<file path="src/sv/kvlt_pkg.sv">
// ----------------------------------------------------------------------------
// kvlt_pkg
// Shared types and codes for the key/value line tokenizer: character
// constants, command opcodes passed from front to back, and result kinds.
// ----------------------------------------------------------------------------
`default_nettype none

package kvlt_pkg;

  // Characters of interest
  localparam logic [7:0] CH_EQUALS = 8'h3D;
  localparam logic [7:0] CH_SPACE  = 8'h20;
  localparam logic [7:0] CH_TAB    = 8'h09;
  localparam logic [7:0] CH_CR     = 8'h0D;
  localparam logic [7:0] CH_LF     = 8'h0A;

  // Default depth of the held-blank buffer
  localparam int PENDING_MAX_DEF = 32;

  // Command queue depth and pointer width
  localparam int QUEUE_DEPTH = 4;
  localparam int QUEUE_AW    = 2;

  // Result kinds
  localparam logic [2:0] KIND_KEY_CHAR  = 3'd0;
  localparam logic [2:0] KIND_VAL_CHAR  = 3'd1;
  localparam logic [2:0] KIND_COMMIT    = 3'd2;
  localparam logic [2:0] KIND_NO_EQUALS = 3'd3;
  localparam logic [2:0] KIND_UNTERM    = 3'd4;
  localparam logic [2:0] KIND_END       = 3'd5;

  // Command opcodes
  localparam logic [2:0] OP_BLANK = 3'd0;  // hold a blank (ch is space or tab)
  localparam logic [2:0] OP_CLEAR = 3'd1;  // drop held blanks
  localparam logic [2:0] OP_CHAR  = 3'd2;  // flush held blanks as kind, then emit ch
  localparam logic [2:0] OP_MARK  = 3'd3;  // emit marker of kind with overflow flag
  localparam logic [2:0] OP_END   = 3'd4;  // emit end of text

  typedef struct packed {
    logic [2:0] op;
    logic [2:0] kind;
    logic [7:0] ch;
    logic       tail_end;  // marker is followed by an end result
  } cmd_t;

endpackage

`default_nettype wire

</file>
<file path="src/sv/kvlt_front.sv">
// ----------------------------------------------------------------------------
// kvlt_front
// Accepts text bytes, tracks the line phase and CR/LF pairing, and turns
// each byte into at most one command for the back end.
// ----------------------------------------------------------------------------
`default_nettype none

module kvlt_front (
  input  wire logic              clk,
  input  wire logic              rst,
  input  wire logic              s_tvalid,
  output logic                   s_tready,
  input  wire logic [7:0]        s_tdata,   // [7:0] text_byte
  input  wire logic              s_tuser,   // [0] end_of_text
  output logic                   push,
  input  wire logic              push_ready,
  output kvlt_pkg::cmd_t         push_cmd
);
  import kvlt_pkg::*;

  localparam logic [1:0] PH_LEAD  = 2'd0;
  localparam logic [1:0] PH_KEY   = 2'd1;
  localparam logic [1:0] PH_VLEAD = 2'd2;
  localparam logic [1:0] PH_VAL   = 2'd3;

  logic [1:0] phase, phase_next;
  logic       acr, acr_next;
  logic       accept;
  logic       need;
  logic       is_blank, is_eol;

  assign s_tready = push_ready;
  assign accept   = s_tvalid && s_tready;
  assign push     = accept && need;
  assign is_blank = (s_tdata == CH_SPACE) || (s_tdata == CH_TAB);
  assign is_eol   = (s_tdata == CH_LF) || (s_tdata == CH_CR);

  // Classify the byte and pick the command
  always_comb begin
    phase_next = phase;
    acr_next   = acr;
    need       = 1'b0;
    push_cmd   = '{op: OP_CHAR, kind: KIND_KEY_CHAR, ch: s_tdata, tail_end: 1'b0};
    if (s_tuser) begin
      need       = 1'b1;
      phase_next = PH_LEAD;
      acr_next   = 1'b0;
      if (phase != PH_LEAD) begin
        push_cmd.op       = OP_MARK;
        push_cmd.kind     = KIND_UNTERM;
        push_cmd.tail_end = 1'b1;
      end else begin
        push_cmd.op = OP_END;
      end
    end else if ((s_tdata == CH_LF) && acr) begin
      acr_next = 1'b0;
    end else begin
      acr_next = (s_tdata == CH_CR);
      if (is_eol) begin
        phase_next    = PH_LEAD;
        push_cmd.op   = OP_MARK;
        push_cmd.kind = (phase == PH_KEY) ? KIND_NO_EQUALS : KIND_COMMIT;
        need          = (phase != PH_LEAD);
      end else if (is_blank) begin
        push_cmd.op = OP_BLANK;
        need        = (phase == PH_KEY) || (phase == PH_VAL);
      end else begin
        unique case (phase)
          PH_LEAD: begin
            if (s_tdata == CH_EQUALS) begin
              phase_next = PH_VLEAD;
            end else begin
              need       = 1'b1;
              phase_next = PH_KEY;
            end
          end
          PH_KEY: begin
            need = 1'b1;
            if (s_tdata == CH_EQUALS) begin
              push_cmd.op = OP_CLEAR;
              phase_next  = PH_VLEAD;
            end
          end
          PH_VLEAD: begin
            need          = 1'b1;
            push_cmd.kind = KIND_VAL_CHAR;
            phase_next    = PH_VAL;
          end
          default: begin
            need          = 1'b1;
            push_cmd.kind = KIND_VAL_CHAR;
          end
        endcase
      end
    end
  end

  // Advance line state on each accepted byte
  always_ff @(posedge clk) begin
    if (rst) begin
      phase <= PH_LEAD;
      acr   <= 1'b0;
    end else if (accept) begin
      phase <= phase_next;
      acr   <= acr_next;
    end
  end

endmodule

`default_nettype wire

</file>
<file path="src/sv/kvlt_cmd_fifo.sv">
// ----------------------------------------------------------------------------
// kvlt_cmd_fifo
// Short command queue between the front and back ends.
// ----------------------------------------------------------------------------
`default_nettype none

module kvlt_cmd_fifo (
  input  wire logic            clk,
  input  wire logic            rst,
  input  wire logic            wr_valid,
  output logic                 wr_ready,
  input  wire kvlt_pkg::cmd_t  wr_data,
  output logic                 rd_valid,
  input  wire logic            rd_ready,
  output kvlt_pkg::cmd_t       rd_data
);
  import kvlt_pkg::*;

  cmd_t                slots [QUEUE_DEPTH];
  logic [QUEUE_AW-1:0] wr_ptr, rd_ptr;
  logic [QUEUE_AW:0]   fill;
  logic                do_wr, do_rd;

  assign wr_ready = (fill != (QUEUE_AW + 1)'(QUEUE_DEPTH));
  assign rd_valid = (fill != '0);
  assign rd_data  = slots[rd_ptr];
  assign do_wr    = wr_valid && wr_ready;
  assign do_rd    = rd_valid && rd_ready;

  // Store commands
  always_ff @(posedge clk) begin
    if (do_wr) begin
      slots[wr_ptr] <= wr_data;
    end
  end

  // Advance pointers and fill level
  always_ff @(posedge clk) begin
    if (rst) begin
      wr_ptr <= '0;
      rd_ptr <= '0;
      fill   <= '0;
    end else begin
      if (do_wr) begin
        wr_ptr <= wr_ptr + 1'b1;
      end
      if (do_rd) begin
        rd_ptr <= rd_ptr + 1'b1;
      end
      if (do_wr && !do_rd) begin
        fill <= fill + 1'b1;
      end else if (do_rd && !do_wr) begin
        fill <= fill - 1'b1;
      end
    end
  end

endmodule

`default_nettype wire

</file>
<file path="src/sv/kvlt_back.sv">
// ----------------------------------------------------------------------------
// kvlt_back
// Executes commands: holds pending blanks in a small memory, flushes them
// ahead of key/value characters, and drives the registered result stream.
// ----------------------------------------------------------------------------
`default_nettype none

module kvlt_back #(
  parameter int PENDING_MAX = kvlt_pkg::PENDING_MAX_DEF
) (
  input  wire logic            clk,
  input  wire logic            rst,
  input  wire logic            cmd_valid,
  output logic                 cmd_ready,
  input  wire kvlt_pkg::cmd_t  cmd,
  output logic                 m_tvalid,
  input  wire logic            m_tready,
  output logic [7:0]           m_tdata,   // [7:0] char_out
  output logic [3:0]           m_tuser,   // [2:0] kind, [3] blank_overflow
  output logic                 m_tlast    // last_of_run
);
  import kvlt_pkg::*;

  localparam int AW = (PENDING_MAX > 1) ? $clog2(PENDING_MAX) : 1;
  localparam int CW = $clog2(PENDING_MAX + 1);

  localparam logic [1:0] ST_IDLE  = 2'd0;
  localparam logic [1:0] ST_FLUSH = 2'd1;
  localparam logic [1:0] ST_TAIL  = 2'd2;

  logic [1:0]    state, state_next;
  logic [CW-1:0] count, count_next;
  logic          ovf, ovf_next;
  logic [AW-1:0] idx, idx_next;
  logic [AW-1:0] rd_addr;
  logic          rd_tab;
  logic          wr_en;
  logic          mem [PENDING_MAX];

  logic          slot_free;
  logic          ld;
  logic [2:0]    ld_kind;
  logic [7:0]    ld_ch;
  logic          ld_ovf;
  logic          ld_last;

  assign slot_free = !m_tvalid || m_tready;

  // Sequence the command at the queue head
  always_comb begin
    state_next = state;
    count_next = count;
    ovf_next   = ovf;
    idx_next   = idx;
    rd_addr    = '0;
    wr_en      = 1'b0;
    cmd_ready  = 1'b0;
    ld         = 1'b0;
    ld_kind    = cmd.kind;
    ld_ch      = 8'h00;
    ld_ovf     = 1'b0;
    ld_last    = 1'b1;
    unique case (state)
      ST_IDLE: begin
        if (cmd_valid) begin
          unique case (cmd.op)
            OP_BLANK: begin
              cmd_ready = 1'b1;
              if (count < CW'(PENDING_MAX)) begin
                wr_en      = 1'b1;
                count_next = count + 1'b1;
              end else begin
                ovf_next = 1'b1;
              end
            end
            OP_CLEAR: begin
              cmd_ready  = 1'b1;
              count_next = '0;
            end
            OP_CHAR: begin
              if (count != '0) begin
                state_next = ST_FLUSH;
                idx_next   = '0;
              end else if (slot_free) begin
                ld        = 1'b1;
                ld_ch     = cmd.ch;
                cmd_ready = 1'b1;
              end
            end
            OP_MARK: begin
              if (slot_free) begin
                ld         = 1'b1;
                ld_ovf     = ovf;
                ld_last    = !cmd.tail_end;
                count_next = '0;
                ovf_next   = 1'b0;
                if (cmd.tail_end) begin
                  state_next = ST_TAIL;
                end else begin
                  cmd_ready = 1'b1;
                end
              end
            end
            OP_END: begin
              if (slot_free) begin
                ld         = 1'b1;
                ld_kind    = KIND_END;
                cmd_ready  = 1'b1;
                count_next = '0;
                ovf_next   = 1'b0;
              end
            end
            default: begin
              cmd_ready = 1'b1;
            end
          endcase
        end
      end
      ST_FLUSH: begin
        rd_addr = idx;
        if (slot_free) begin
          ld      = 1'b1;
          ld_ch   = rd_tab ? CH_TAB : CH_SPACE;
          ld_last = 1'b0;
          if (CW'(idx) + CW'(1) == count) begin
            state_next = ST_IDLE;
            count_next = '0;
          end else begin
            idx_next = idx + 1'b1;
            rd_addr  = idx + 1'b1;
          end
        end
      end
      ST_TAIL: begin
        if (slot_free) begin
          ld         = 1'b1;
          ld_kind    = KIND_END;
          cmd_ready  = 1'b1;
          state_next = ST_IDLE;
        end
      end
      default: begin
        state_next = ST_IDLE;
      end
    endcase
  end

  // Blank memory: write held blank, registered read for flush
  always_ff @(posedge clk) begin
    if (wr_en) begin
      mem[count[AW-1:0]] <= (cmd.ch == CH_TAB);
    end
    rd_tab <= mem[rd_addr];
  end

  // Control state
  always_ff @(posedge clk) begin
    if (rst) begin
      state <= ST_IDLE;
      count <= '0;
      ovf   <= 1'b0;
      idx   <= '0;
    end else begin
      state <= state_next;
      count <= count_next;
      ovf   <= ovf_next;
      idx   <= idx_next;
    end
  end

  // Output register
  always_ff @(posedge clk) begin
    if (rst) begin
      m_tvalid <= 1'b0;
    end else if (ld) begin
      m_tvalid <= 1'b1;
    end else if (m_tready) begin
      m_tvalid <= 1'b0;
    end
  end

  always_ff @(posedge clk) begin
    if (ld) begin
      m_tdata <= ld_ch;
      m_tuser <= {ld_ovf, ld_kind};
      m_tlast <= ld_last;
    end
  end

endmodule

`default_nettype wire

</file>
<file path="src/sv/key_value_line_tokenizer_unit.sv">
// Path: a taken byte's command is registered in the command queue, then its result in the output
// register; held blanks are flushed ahead of it after a state that starts the flush.
// Throughput: one byte per cycle while the back end keeps up; a flush of held blanks
// occupies the back end and the 4-entry command queue absorbs bursts.
// Reset (rst, synchronous): clears line phase, queue, blank count and output valid;
// the blank memory is not cleared and needs no clearing pass.
// ----------------------------------------------------------------------------
// key_value_line_tokenizer_unit
// Splits a byte stream into key=value lines, streaming key and value characters
// then a commit, reject or unterminated marker per non-blank line, and an end result.
// ----------------------------------------------------------------------------
`default_nettype none

module key_value_line_tokenizer_unit #(
  parameter int PENDING_MAX = kvlt_pkg::PENDING_MAX_DEF
) (
  input  wire logic       clk,
  input  wire logic       rst,
  input  wire logic       s_tvalid,
  output logic            s_tready,
  input  wire logic [7:0] s_tdata,   // [7:0] text_byte
  input  wire logic       s_tuser,   // [0] end_of_text
  output logic            m_tvalid,
  input  wire logic       m_tready,
  output logic [7:0]      m_tdata,   // [7:0] char_out
  output logic [3:0]      m_tuser,   // [2:0] kind, [3] blank_overflow
  output logic            m_tlast    // last_of_run
);
  import kvlt_pkg::*;

  logic push, push_ready;
  cmd_t push_cmd;
  logic head_valid, head_ready;
  cmd_t head_cmd;

  // Front: classify bytes
  kvlt_front u_front (
    .clk        (clk),
    .rst        (rst),
    .s_tvalid   (s_tvalid),
    .s_tready   (s_tready),
    .s_tdata    (s_tdata),
    .s_tuser    (s_tuser),
    .push       (push),
    .push_ready (push_ready),
    .push_cmd   (push_cmd)
  );

  // Queue between front and back
  kvlt_cmd_fifo u_fifo (
    .clk      (clk),
    .rst      (rst),
    .wr_valid (push),
    .wr_ready (push_ready),
    .wr_data  (push_cmd),
    .rd_valid (head_valid),
    .rd_ready (head_ready),
    .rd_data  (head_cmd)
  );

  // Back: execute commands and emit results
  kvlt_back #(
    .PENDING_MAX (PENDING_MAX)
  ) u_back (
    .clk       (clk),
    .rst       (rst),
    .cmd_valid (head_valid),
    .cmd_ready (head_ready),
    .cmd       (head_cmd),
    .m_tvalid  (m_tvalid),
    .m_tready  (m_tready),
    .m_tdata   (m_tdata),
    .m_tuser   (m_tuser),
    .m_tlast   (m_tlast)
  );

endmodule

`default_nettype wire
</file>
<file path="config.mk">
export PLATFORM = sky130hd
export DESIGN_NAME = key_value_line_tokenizer_unit
export DESIGN_NICKNAME = d
export VERILOG_FILES = /design/src/sv/kvlt_pkg.sv /design/src/sv/kvlt_front.sv /design/src/sv/kvlt_cmd_fifo.sv /design/src/sv/kvlt_back.sv /design/src/sv/key_value_line_tokenizer_unit.sv
export SDC_FILE = /design/constraint.sdc
export NUM_CORES = 1
export LEC_CHECK = 0
export BUFFER_PORTS_ARGS = -buffer_cell sky130_fd_sc_hd__clkbuf_2
export CAP_MARGIN = 20
export CORE_MARGIN = 2
export CORE_UTILIZATION = 25
export DETAILED_ROUTE_END_ITERATION = 8
export GPL_ROUTABILITY_DRIVEN = 0
export PLACE_DENSITY = 0.47
export SLEW_MARGIN = 20
export SYNTH_ARGS = -nofsm -noshare
export SYNTH_HDL_FRONTEND = slang
export SYNTH_SLANG_ARGS = --single-unit
</file>
<file path="constraint.sdc">
create_clock -name clk -period 8.6 [get_ports clk]
set_clock_uncertainty 0.15 [all_clocks]
set_input_delay 0.43 -clock clk [delete_from_list [all_inputs] [get_ports clk]]
set_output_delay 0.43 -clock clk [all_outputs]
set_load 0.02 [all_outputs]
</file>
Word level (Yosys, flattened, before mapping) --
Memories as Yosys holds them, arrays and structs flattened. A register that Yosys moved wholly into a read port is not among the register bits. Cells that the tools add are included.
Storage, ports and cells: latch bits 0, bits in read-only memories 0, word-level logic and storage cells 188, output and inout bits 15, memories kept 2, bits of input ports 13, register bits 38, RAM bits 92
Memory list:
- u_fifo.slots | depth 4, width 15, read ports 1, clocked after memory_dff 1, wr ports 1, line kvlt_cmd_fifo.sv:19 | cmd_t slots [QUEUE_DEPTH];
- u_back.mem | depth 32, width 1, read ports 1, clocked after memory_dff 1, wr ports 1, line kvlt_back.sv:38 | logic mem [PENDING_MAX];
Operators by class: multiply operators 0, $lt $le $gt $ge 1, bitwise gates (word level) 0, add/sub/neg operators 7, multiplexer cells 94, divide/modulo/power cells 0, shift operators 0, equality and inequality tests 35, reduce and logical (&&, ||, !) cells 35
Operators by type and width (number):
- $mux W6 | 9
- $mux W8 | 5
- $mux W1 | 34
- $eq A8 B4 Y1 const B | 4
- $mux W2 | 16
- $mux W3 | 10
- $mux W5 | 6
- $pmux W6 S3 | 1
- $eq A8 B6 Y1 const B | 2
- $pmux W8 S2 | 1
- $ne A3 B2 Y1 const B | 5
- $pmux W2 S3 | 2
- $pmux W6 S2 | 1
- $ne A2 B1 Y1 const B | 5
- $pmux W1 S2 | 5
- $pmux W5 S2 | 1
- $reduce_and A5 Y1 | 2
- $reduce_bool A2 Y1 | 5
- $ne A3 B3 Y1 const B | 3
- $ne A2 B2 Y1 const B | 4
- $reduce_and A4 Y1 | 2
- $reduce_and A8 Y1 | 1
- $logic_and A1 B1 Y1 | 7
- $reduce_and A7 Y1 | 1
- other kinds (26) | 40

Longest topological paths before layout --
Gate-level depths: netlist of run 1.
depth after elaboration 13, gate-level depth with buffers 13, depth with buffers taken out 13

Hierarchy --
From an unflattened synthesis of run 1, not the netlist that was laid out.
Second synthesis, totals: cell total of the unflattened synthesis 541, area total of the unflattened synthesis 6668.9 µm²
By module, submodules not included:
- kvlt_back | seq. area each 1671.6 µm², cells each 347, area each 3469.6 µm², times used 1
- kvlt_cmd_fifo | seq. area each 1981.9 µm², cells each 126, area each 2675.1 µm², times used 1
- kvlt_front | seq. area each 60.1 µm², cells each 68, area each 524.3 µm², times used 1

Worst setup path after synthesis of run 1 --
Ideal clock, no wire load.
path type register to register, start point register (tool-made name), end point memory u_back.mem[0] (data pin), library setup time 0.540 ns, stages on the path, launching flop included 6, path buffers 2, arrival time 3.946 ns, slack 3.965 ns, period minus slack after synthesis 4.635 ns, data required time 7.910 ns, cells stage by stage dfxtp_1 -> clkbuf_1 -> buf_1 -> mux4_2 -> or4_1 -> nor4_1
RTL lines (line):
- end: declaration | kvlt_back.sv:38

==> summary.md, run 1 <==
| Metric | Value |
|---|---|
| WHS Endpoint | u_fifo.slots[2][7] |
| P per Cell Area | 285.1 nW/um^2 |
| Worst hold slack | 119.9 ps |
| Starting Density | 25.39% |
| Hold Fails Final Rpt | 0 |
| CP delay by family, top | flip-flops |
| Crit path largest cell delay | 940 ps |
| Synth Instances | 521 |
| Layer with the highest usage | met2 |
| Die Y | 161.2 um |
| Antenna violations before repair | 0 |
| Fin crit period | 3812 ps |
| Pleak | between 2 and 2.5 nW |
| Clk root buf | clkbuf_16 |
| Met1 Use GR | between 10 and 15% |
| Final #Nets | around 600 |
| Reg2reg end | u_fifo.fill[2] |
| Clock sink count | 129 |
| Reg clk slew, reported paths | roughly 60 ps |
| Reg2reg setup slack | 4790 ps |
| Via count | a little over 4k |
| Status | finished clean |
| Synth area leader | edfxtp_1 |
| Share of the synthesized area in the top cell type | between 40 and 50% |
| Rel. slew slack | between 30% and 40% |
| Die X-Extent | 161.2 um |
| Synthesized flop and latch total | 129 |
| Worst min-delay path class | primary input to register |
| Synth Area per Inst | 11.85 um^2 |
| CORE AREA | between 20,000 and 25,000 um^2 |
| N_diodes | 0 |
| Worst-Margin Slew | 1007 ps |
| First DRT Iteration DRCs | roughly 320 |
| H-Tree Depth | 4 |
| Max Root-Sink Buffers | 2 |
| Post-synth EDFFs | 101 |
| Worst Path Required | 8780 ps |
| Distinct cells, synth | 65 |
| Met3 GRT Util | 2.671% |
| Remaining DRCs | 0 |
| # setup viols final | 0 |
| Met2 GRT Util | 18.83% |
| DR pass1 iterations | 5 |
| Slew Limit Fails | 0 |
| TNS Setup | 0 ps |
| Die Area | between 20,000 and 30,000 um^2 |
| Cells on worst reg2reg path | 12 |
| Postcts setup bufs | 0 |
| Vias in the first global route | 4,096 |
| CP max-delay cell | dfxtp_1 |
| RSZ-0062 raised after global routing | false |
| Synth Cell Area | 6175 um^2 |
| Global-route usage over all layers | 11.00% |
| Hold Crit Depth | 1 |
| Vias per inst | 4.552 |
| CTS tree | yes |
| Top FF cell, synth | edfxtp_1 |
| Largest net degree at the start of global routing | 33 |
| Detail Placement HPWL | ~9.8 mm |
| Overflow after GRT | 0 |
| Number of hold buffers added after cts | 0 |
| Wire length per cell | 15.40 um |
| CP arrival | ~4000 ps |
| CP max FO | 14 |
| Boundary pin count | 28 |
| Synth top cells by count | edfxtp_1 (101), nor2_1 (98), nand2_1 (34) |
| CP bufs+invs | 2 |
| Critical path endpoint category | register |
| CP Cell Sequence | mux4_2 -> nor2_1 -> nand2_1 -> a21oi_1 -> o22ai_1 -> inv_1 -> ha_1 -> inv_1 -> fa_1 -> xor2_1 -> or3_1 -> a21oi_1 |
| CTS resizes | 0 |
| First-pass GRT wire length | between 20 and 25 mm |
| Worst-skew pair later-pin latency | 420 ps |
| CTS Buf Count | 17 |
| Peak VDD IR | 0.1346 mV |
| Max_cap viols | 0 |
| Max Clock Freq | 262.3 MHz |
| IO buf count | 27 |
| # rows | 57 |
| Worst hold start | s_tdata[6] |
| Post-synthesis sequential area ratio | 58.20% |
| Fin crit share | between 40% and 50% |
| ANT nets after route | 0 |
| Main area contributors after synthesis | edfxtp_1 (49%), dfxtp_1 (9.1%), nor2_1 (6.0%), mux4_2 (5.1%), mux2i_1 (3.7%) |
| P&R area growth vs syn | 17.37% |
| Most frequent cell after synthesis | edfxtp_1 |
| Post-synth ARST share | 0% |
| Ys Warns | 0 |
| CP Class | register to register |
| Final WL | 13.75 mm |
| Share of layout cells above drive strength 1 | 15.64% |
| Synth Net Count | 553 |
| Crit start category | register |
through the flow:
step / worst slack, ps / utilization, % / instances / instance area (um^2) / total power [mW]
floorplan: 3965 / - / 521 / 6175 / 1.218
global placement: 4793 / 27.39 / 861 / 6661 / 1.370
detailed placement: 4716 / 27.39 / 861 / 6661 / 1.381
CTS: 4708 / 29.80 / 893 / 7247 / 2.094
global route: 4370 / 29.80 / 893 / 7247 / 2.181
finish: 4788 / 29.80 / 893 / 7247 / 2.066
worst reg2reg max path: cells and delay by family (launching register included):
kind,cells,cell delay (ps)
fa+ha+maj,2,560
buf+inv,2,160
flops,1,940
mux,1,700
xor+xnor,1,180
simple gates,3,580
compound gates,3,470
cell families after synthesis:
family                   after synthesis  synth area share (%)
multiplexers                          39                 9.200
XOR/XNOR                              15                 2.128
adder cells (fa/ha/maj)               19                 3.972
buffers and inverters                 35                 2.674
AO/OA/AOI/OAI                         74                 7.741
AND/OR/NAND/NOR                      210                 16.09
flip-flops                           129                 58.20
report_power, final:
part / switching (mW) / internal [mW]
Sequential: 0.0645 / 0.778
Combinational: 0.319 / 0.198
Clock: 0.277 / 0.430
Total: 0.660 / 1.41
worst max-delay path by stage:
stage,from,end,cells past startpoint
2_1_floorplan,register,u_back.mem[0],5
3_3_place_gp,register,u_back.m_tdata[0],8
3_5_place_dp,register,u_back.m_tdata[0],8
4_1_cts,register,u_back.m_tdata[0],8
5_1_grt,register,u_back.m_tdata[0],8
6_report,register,u_fifo.fill[2],12
routing by layer:
| layer | vias up | wire length, um |
|---|---|---|
| li1 | 1979 | - |
| met3 | 16 | 570 |
| met1 | 1980 | 5991 |
| met4 | 0 | 213 |
| met5 | - | 0 |
| met2 | 90 | 6978 |
cell usage in the layout (no fill, tap or decap), drive strengths merged, types with 7 or more instances in the layout:
master,count
edfxtp,101
nor2,98
clkbuf,45
nand2,34
dfxtp,28
a21oi,25
inv,24
mux2i,23
o21ai,19
ha,18
mux4,14
nand3,12
nor3,9
nand2b,9
xnor2,8
nor2b,7
xor2,7
or3,7
and3,7
state kept, by name, indices dropped and copies added, names as in the netlist, named ones only:
register / flops
u_back.m_tvalid: 1
u_fifo.slots: 56
u_back.idx: 5
u_front.acr: 1
u_back.m_tdata: 8
u_back.m_tlast: 1
u_fifo.fill: 3
u_back.state: 2
u_back.ovf: 1
u_back.count: 6
u_fifo.rd_ptr: 2
u_back.mem: 32
u_back.rd_tab: 1
u_front.phase: 2
u_fifo.wr_ptr: 2
u_back.m_tuser: 4
layout make-up:
type,instances,area (um^2)
tap,324,405.4
fill,2463,17070
multi-input combinational,357,2422
inverter,20,75.07
clock inverter,14,156.4
timing repair buffer,31,165.2
clock buffer,18,429.2
sequential,129,3593
Power figures use the tool's default switching activity.
==> run 2: changes to the inputs <==
Settings changed: ABC_AREA from default to 1.
Clock period 8.6 ns to 3.6 ns, I/O delays scaled along.
==> summary.md, run 2 <==
| Metric | Value |
|---|---|
| Post-synth ARST share | 0% |
| Logic gate share of total power | 35.5% |
| Synthesized flop and latch total | around 130 |
| CP Class | primary input to register |
| Worst min-delay path class | primary input to register |
| Worst-Margin Slew | approximately 750 ps |
| Switching Fraction | 39.93% |
| Global-route usage over all layers | 12.00% |
| Max_cap viols | 0 |
| Largest family of logic cells by synthesized area | simple AND/OR/NAND/NOR gates |
| DR pass1 iterations | 5 |
| Boundary pin count | 28 |
| Clock sink count | 129 |
| Cells on worst reg2reg path | 16 |
| Worst Path Required | about 3800 ps |
| Most common cell after layout, fill and taps aside | nand2_1 |
| Die Area | 26,600 um^2 |
| Crit path largest cell delay | approximately 580 ps |
| Vias per inst | 4.440 |
| Hold Fails Final Rpt | 0 |
| Clk root buf | clkbuf_16 |
| ANT nets after route | 0 |
| Max FFs per register | 56 |
| Synth Instances | 692 |
| Hold Crit Depth | 4 |
| Final WL | 15.10 mm |
| Synth Area per Inst | 9.144 um^2 |
| Synth top cells by count | nand2_1 (127), edfxtp_1 (101), inv_1 (97) |
| Synth area leader | edfxtp_1 |
| P&R area growth vs syn | 19.66% |
| First-pass GRT wire length | 24.34 mm |
| Die Y | 163.1 um |
| Max Root-Sink Buffers | 2 |
| RSZ-0062 raised after global routing | false |
| CTS tree | yes |
| N_diodes | 0 |
| Share of layout cells above drive strength 1 | around an eighth |
| Crit path depth | 17 |
| Detail Placement HPWL | 10.51 mm |
| TNS Setup | 0 ps |
| # rows | 58 |
| Remaining DRCs | 0 |
| Fin crit share | 90.70% |
| Multiplexer share of the synthesized area | 0% |
| Post-synthesis sequential area ratio | a little under three fifths |
| Postcts setup bufs | 0 |
| IO buf count | 27 |
| CP arrival | 3470 ps |
| Main area contributors after synthesis | edfxtp_1 (48%), dfxtp_1 (8.9%), nand2_1 (7.5%), inv_1 (5.8%), nor2_1 (5.7%) |
| Slew Limit Fails | 0 |
| Max Clock Freq | a little over 300 MHz |
| CTS Buf Count | 17 |
| Worst-skew pair later-pin latency | between 400 and 500 ps |
| Post-Place Worst Slack | about 370 ps |
| CP max-delay cell | nor4_1 |
| Starting Density | 25.27% |
| Rel. slew slack | 49.17% |
| Final #Nets | 779 |
| Cell area after layout | 7571 um^2 |
| P per Cell Area | 759.2 nW/um^2 |
| Via count | 4,840 |
| Critical path endpoint category | register |
| Number of hold buffers added after cts | 10 |
| Commonest non-fill, non-tap cells in the layout | nand2_1 (127), edfxtp_1 (101), inv_1 (97), nor2_1 (96), nand3_1 (55) |
| Dpl cell area | 6908 um^2 |
| Largest Register | u_fifo.slots |
| Clock group share of total power | around 28% |
| Pleak | 3.030 nW |
| Peak VDD IR | around 0.27 mV |
| CP max FO | 5 |
| CP delay by family, top | simple AND/OR/NAND/NOR gates |
| Largest net degree at the start of global routing | 33 |
| Overflow after GRT | 0 |
| Die X-Extent | 163.1 um |
| Top FF cell, synth | edfxtp_1 |
| Wire length per cell | between 10 and 15 um |
| Simple-gate portion of the synthesized area | 22.56% |
| Synth Cell Area | approximately 6300 um^2 |
| Antenna violations before repair | 0 |
| Distinct cells, synth | 40 |
| Reg clk slew, reported paths | around 70 ps |
| Most frequent cell after synthesis | nand2_1 |
| Compound-gate portion of the synthesized area | 8.780% |
| Most used cell, CP | nor2_1 |
| First DRT Iteration DRCs | about 340 |
| Crit start category | primary input |
| CP bufs+invs | 3 |
| H-Tree Depth | 4 |
| Share of the synthesized area in the top cell type | 47.93% |
| Flop pwr share | 36.0% |
| CP Cell Sequence | dlygate4sd3_1 -> clkbuf_2 -> nor2_1 -> nand3_1 -> nor4_1 -> nor2_1 -> nand2_1 -> o31ai_1 -> a21oi_1 -> ha_1 -> inv_1 -> fa_1 -> nor2_1 -> nor2_1 -> nand2_1 -> o21ai_0 -> a21oi_1 |
| Xor/xnor cell area share of the yosys netlist | 0.4153% |
| Worst setup margin | 334.8 ps |
| Post-synth EDFFs | approximately 100 |
| CTS resizes | 0 |
| Power Internal | 3.453 mW |
| Fin crit period | 3265 ps |
| Final Util | a little under a third |
| CORE AREA | 25,040 um^2 |
| Net Switching | 2.295 mW |
| Vias in the first global route | 4,688 |
| Synth Area in Adders | 3.876% |
| Synth Net Count | 724 |
| # setup viols final | 0 |
| Status | finished clean |
| Ys Warns | 0 |
## run 2: logic make-up (layout without fill, tap and decap cells)
group | Yosys count | count (layout)
and+or+nand+nor | 325 | 325
buffers and inverters | 121 | 189
DFF | 129 | 129
adders and majority gates | 19 | 19
xor gates and xnor gates | 3 | 3
AOI/OAI and AO/OA | 95 | 95
## run 2: path summary, 6_finish.rpt
kind,start,to,slack [ps]
max,s_tdata[7],u_fifo.fill[2],330
min,s_tvalid,u_front.acr,10
max reg2reg,register,u_fifo.fill[1],370
min reg2reg,u_back.ovf,u_back.ovf,330
## run 2: layer usage
layer | vias up | track usage (%) | routed length [um]
met5 | - | 0 | 0
met4 | 0 | 4.666 | 241
met3 | 16 | 2.590 | 470
met2 | 77 | 19.57 | 7048
met1 | 2290 | 15.57 | 7341
li1 | 2457 | - | -
## run 2: worst min-delay path: stages
cell      delay, ps
clkbuf_2         70
nand2_1          60
inv_1           140
a21oi_1          90
## run 2: final cells by class
class,count,area (um^2)
fill,2608,17470
sequential,129,3593
multi-input combinational,442,2255
clock buffer,17,425.4
tap,330,412.9
inverter,104,391.6
timing repair buffer,53,355.3
clock inverter,15,137.6
## run 2: power by group through the flow
stage	clock network (mW)	logic, mW	registers, mW
finish	1.64	2.04	2.07
global route	1.74	2.31	2.10
CTS	1.67	2.06	2.07
detailed placement	0	2.05	2.10
global placement	0	2.05	2.10
floorplan	0	1.39	2.16
## run 2: stage by stage
stage / std cells / hold slack, ps / power [mW]
floorplan: 692 / 99.07 / 3.549
global placement: 1048 / 270.3 / 4.151
detailed placement: 1048 / 264.8 / 4.147
CTS: 1090 / 21.13 / 5.803
global route: 1090 / 39.80 / 6.145
finish: 1090 / 11.00 / 5.748
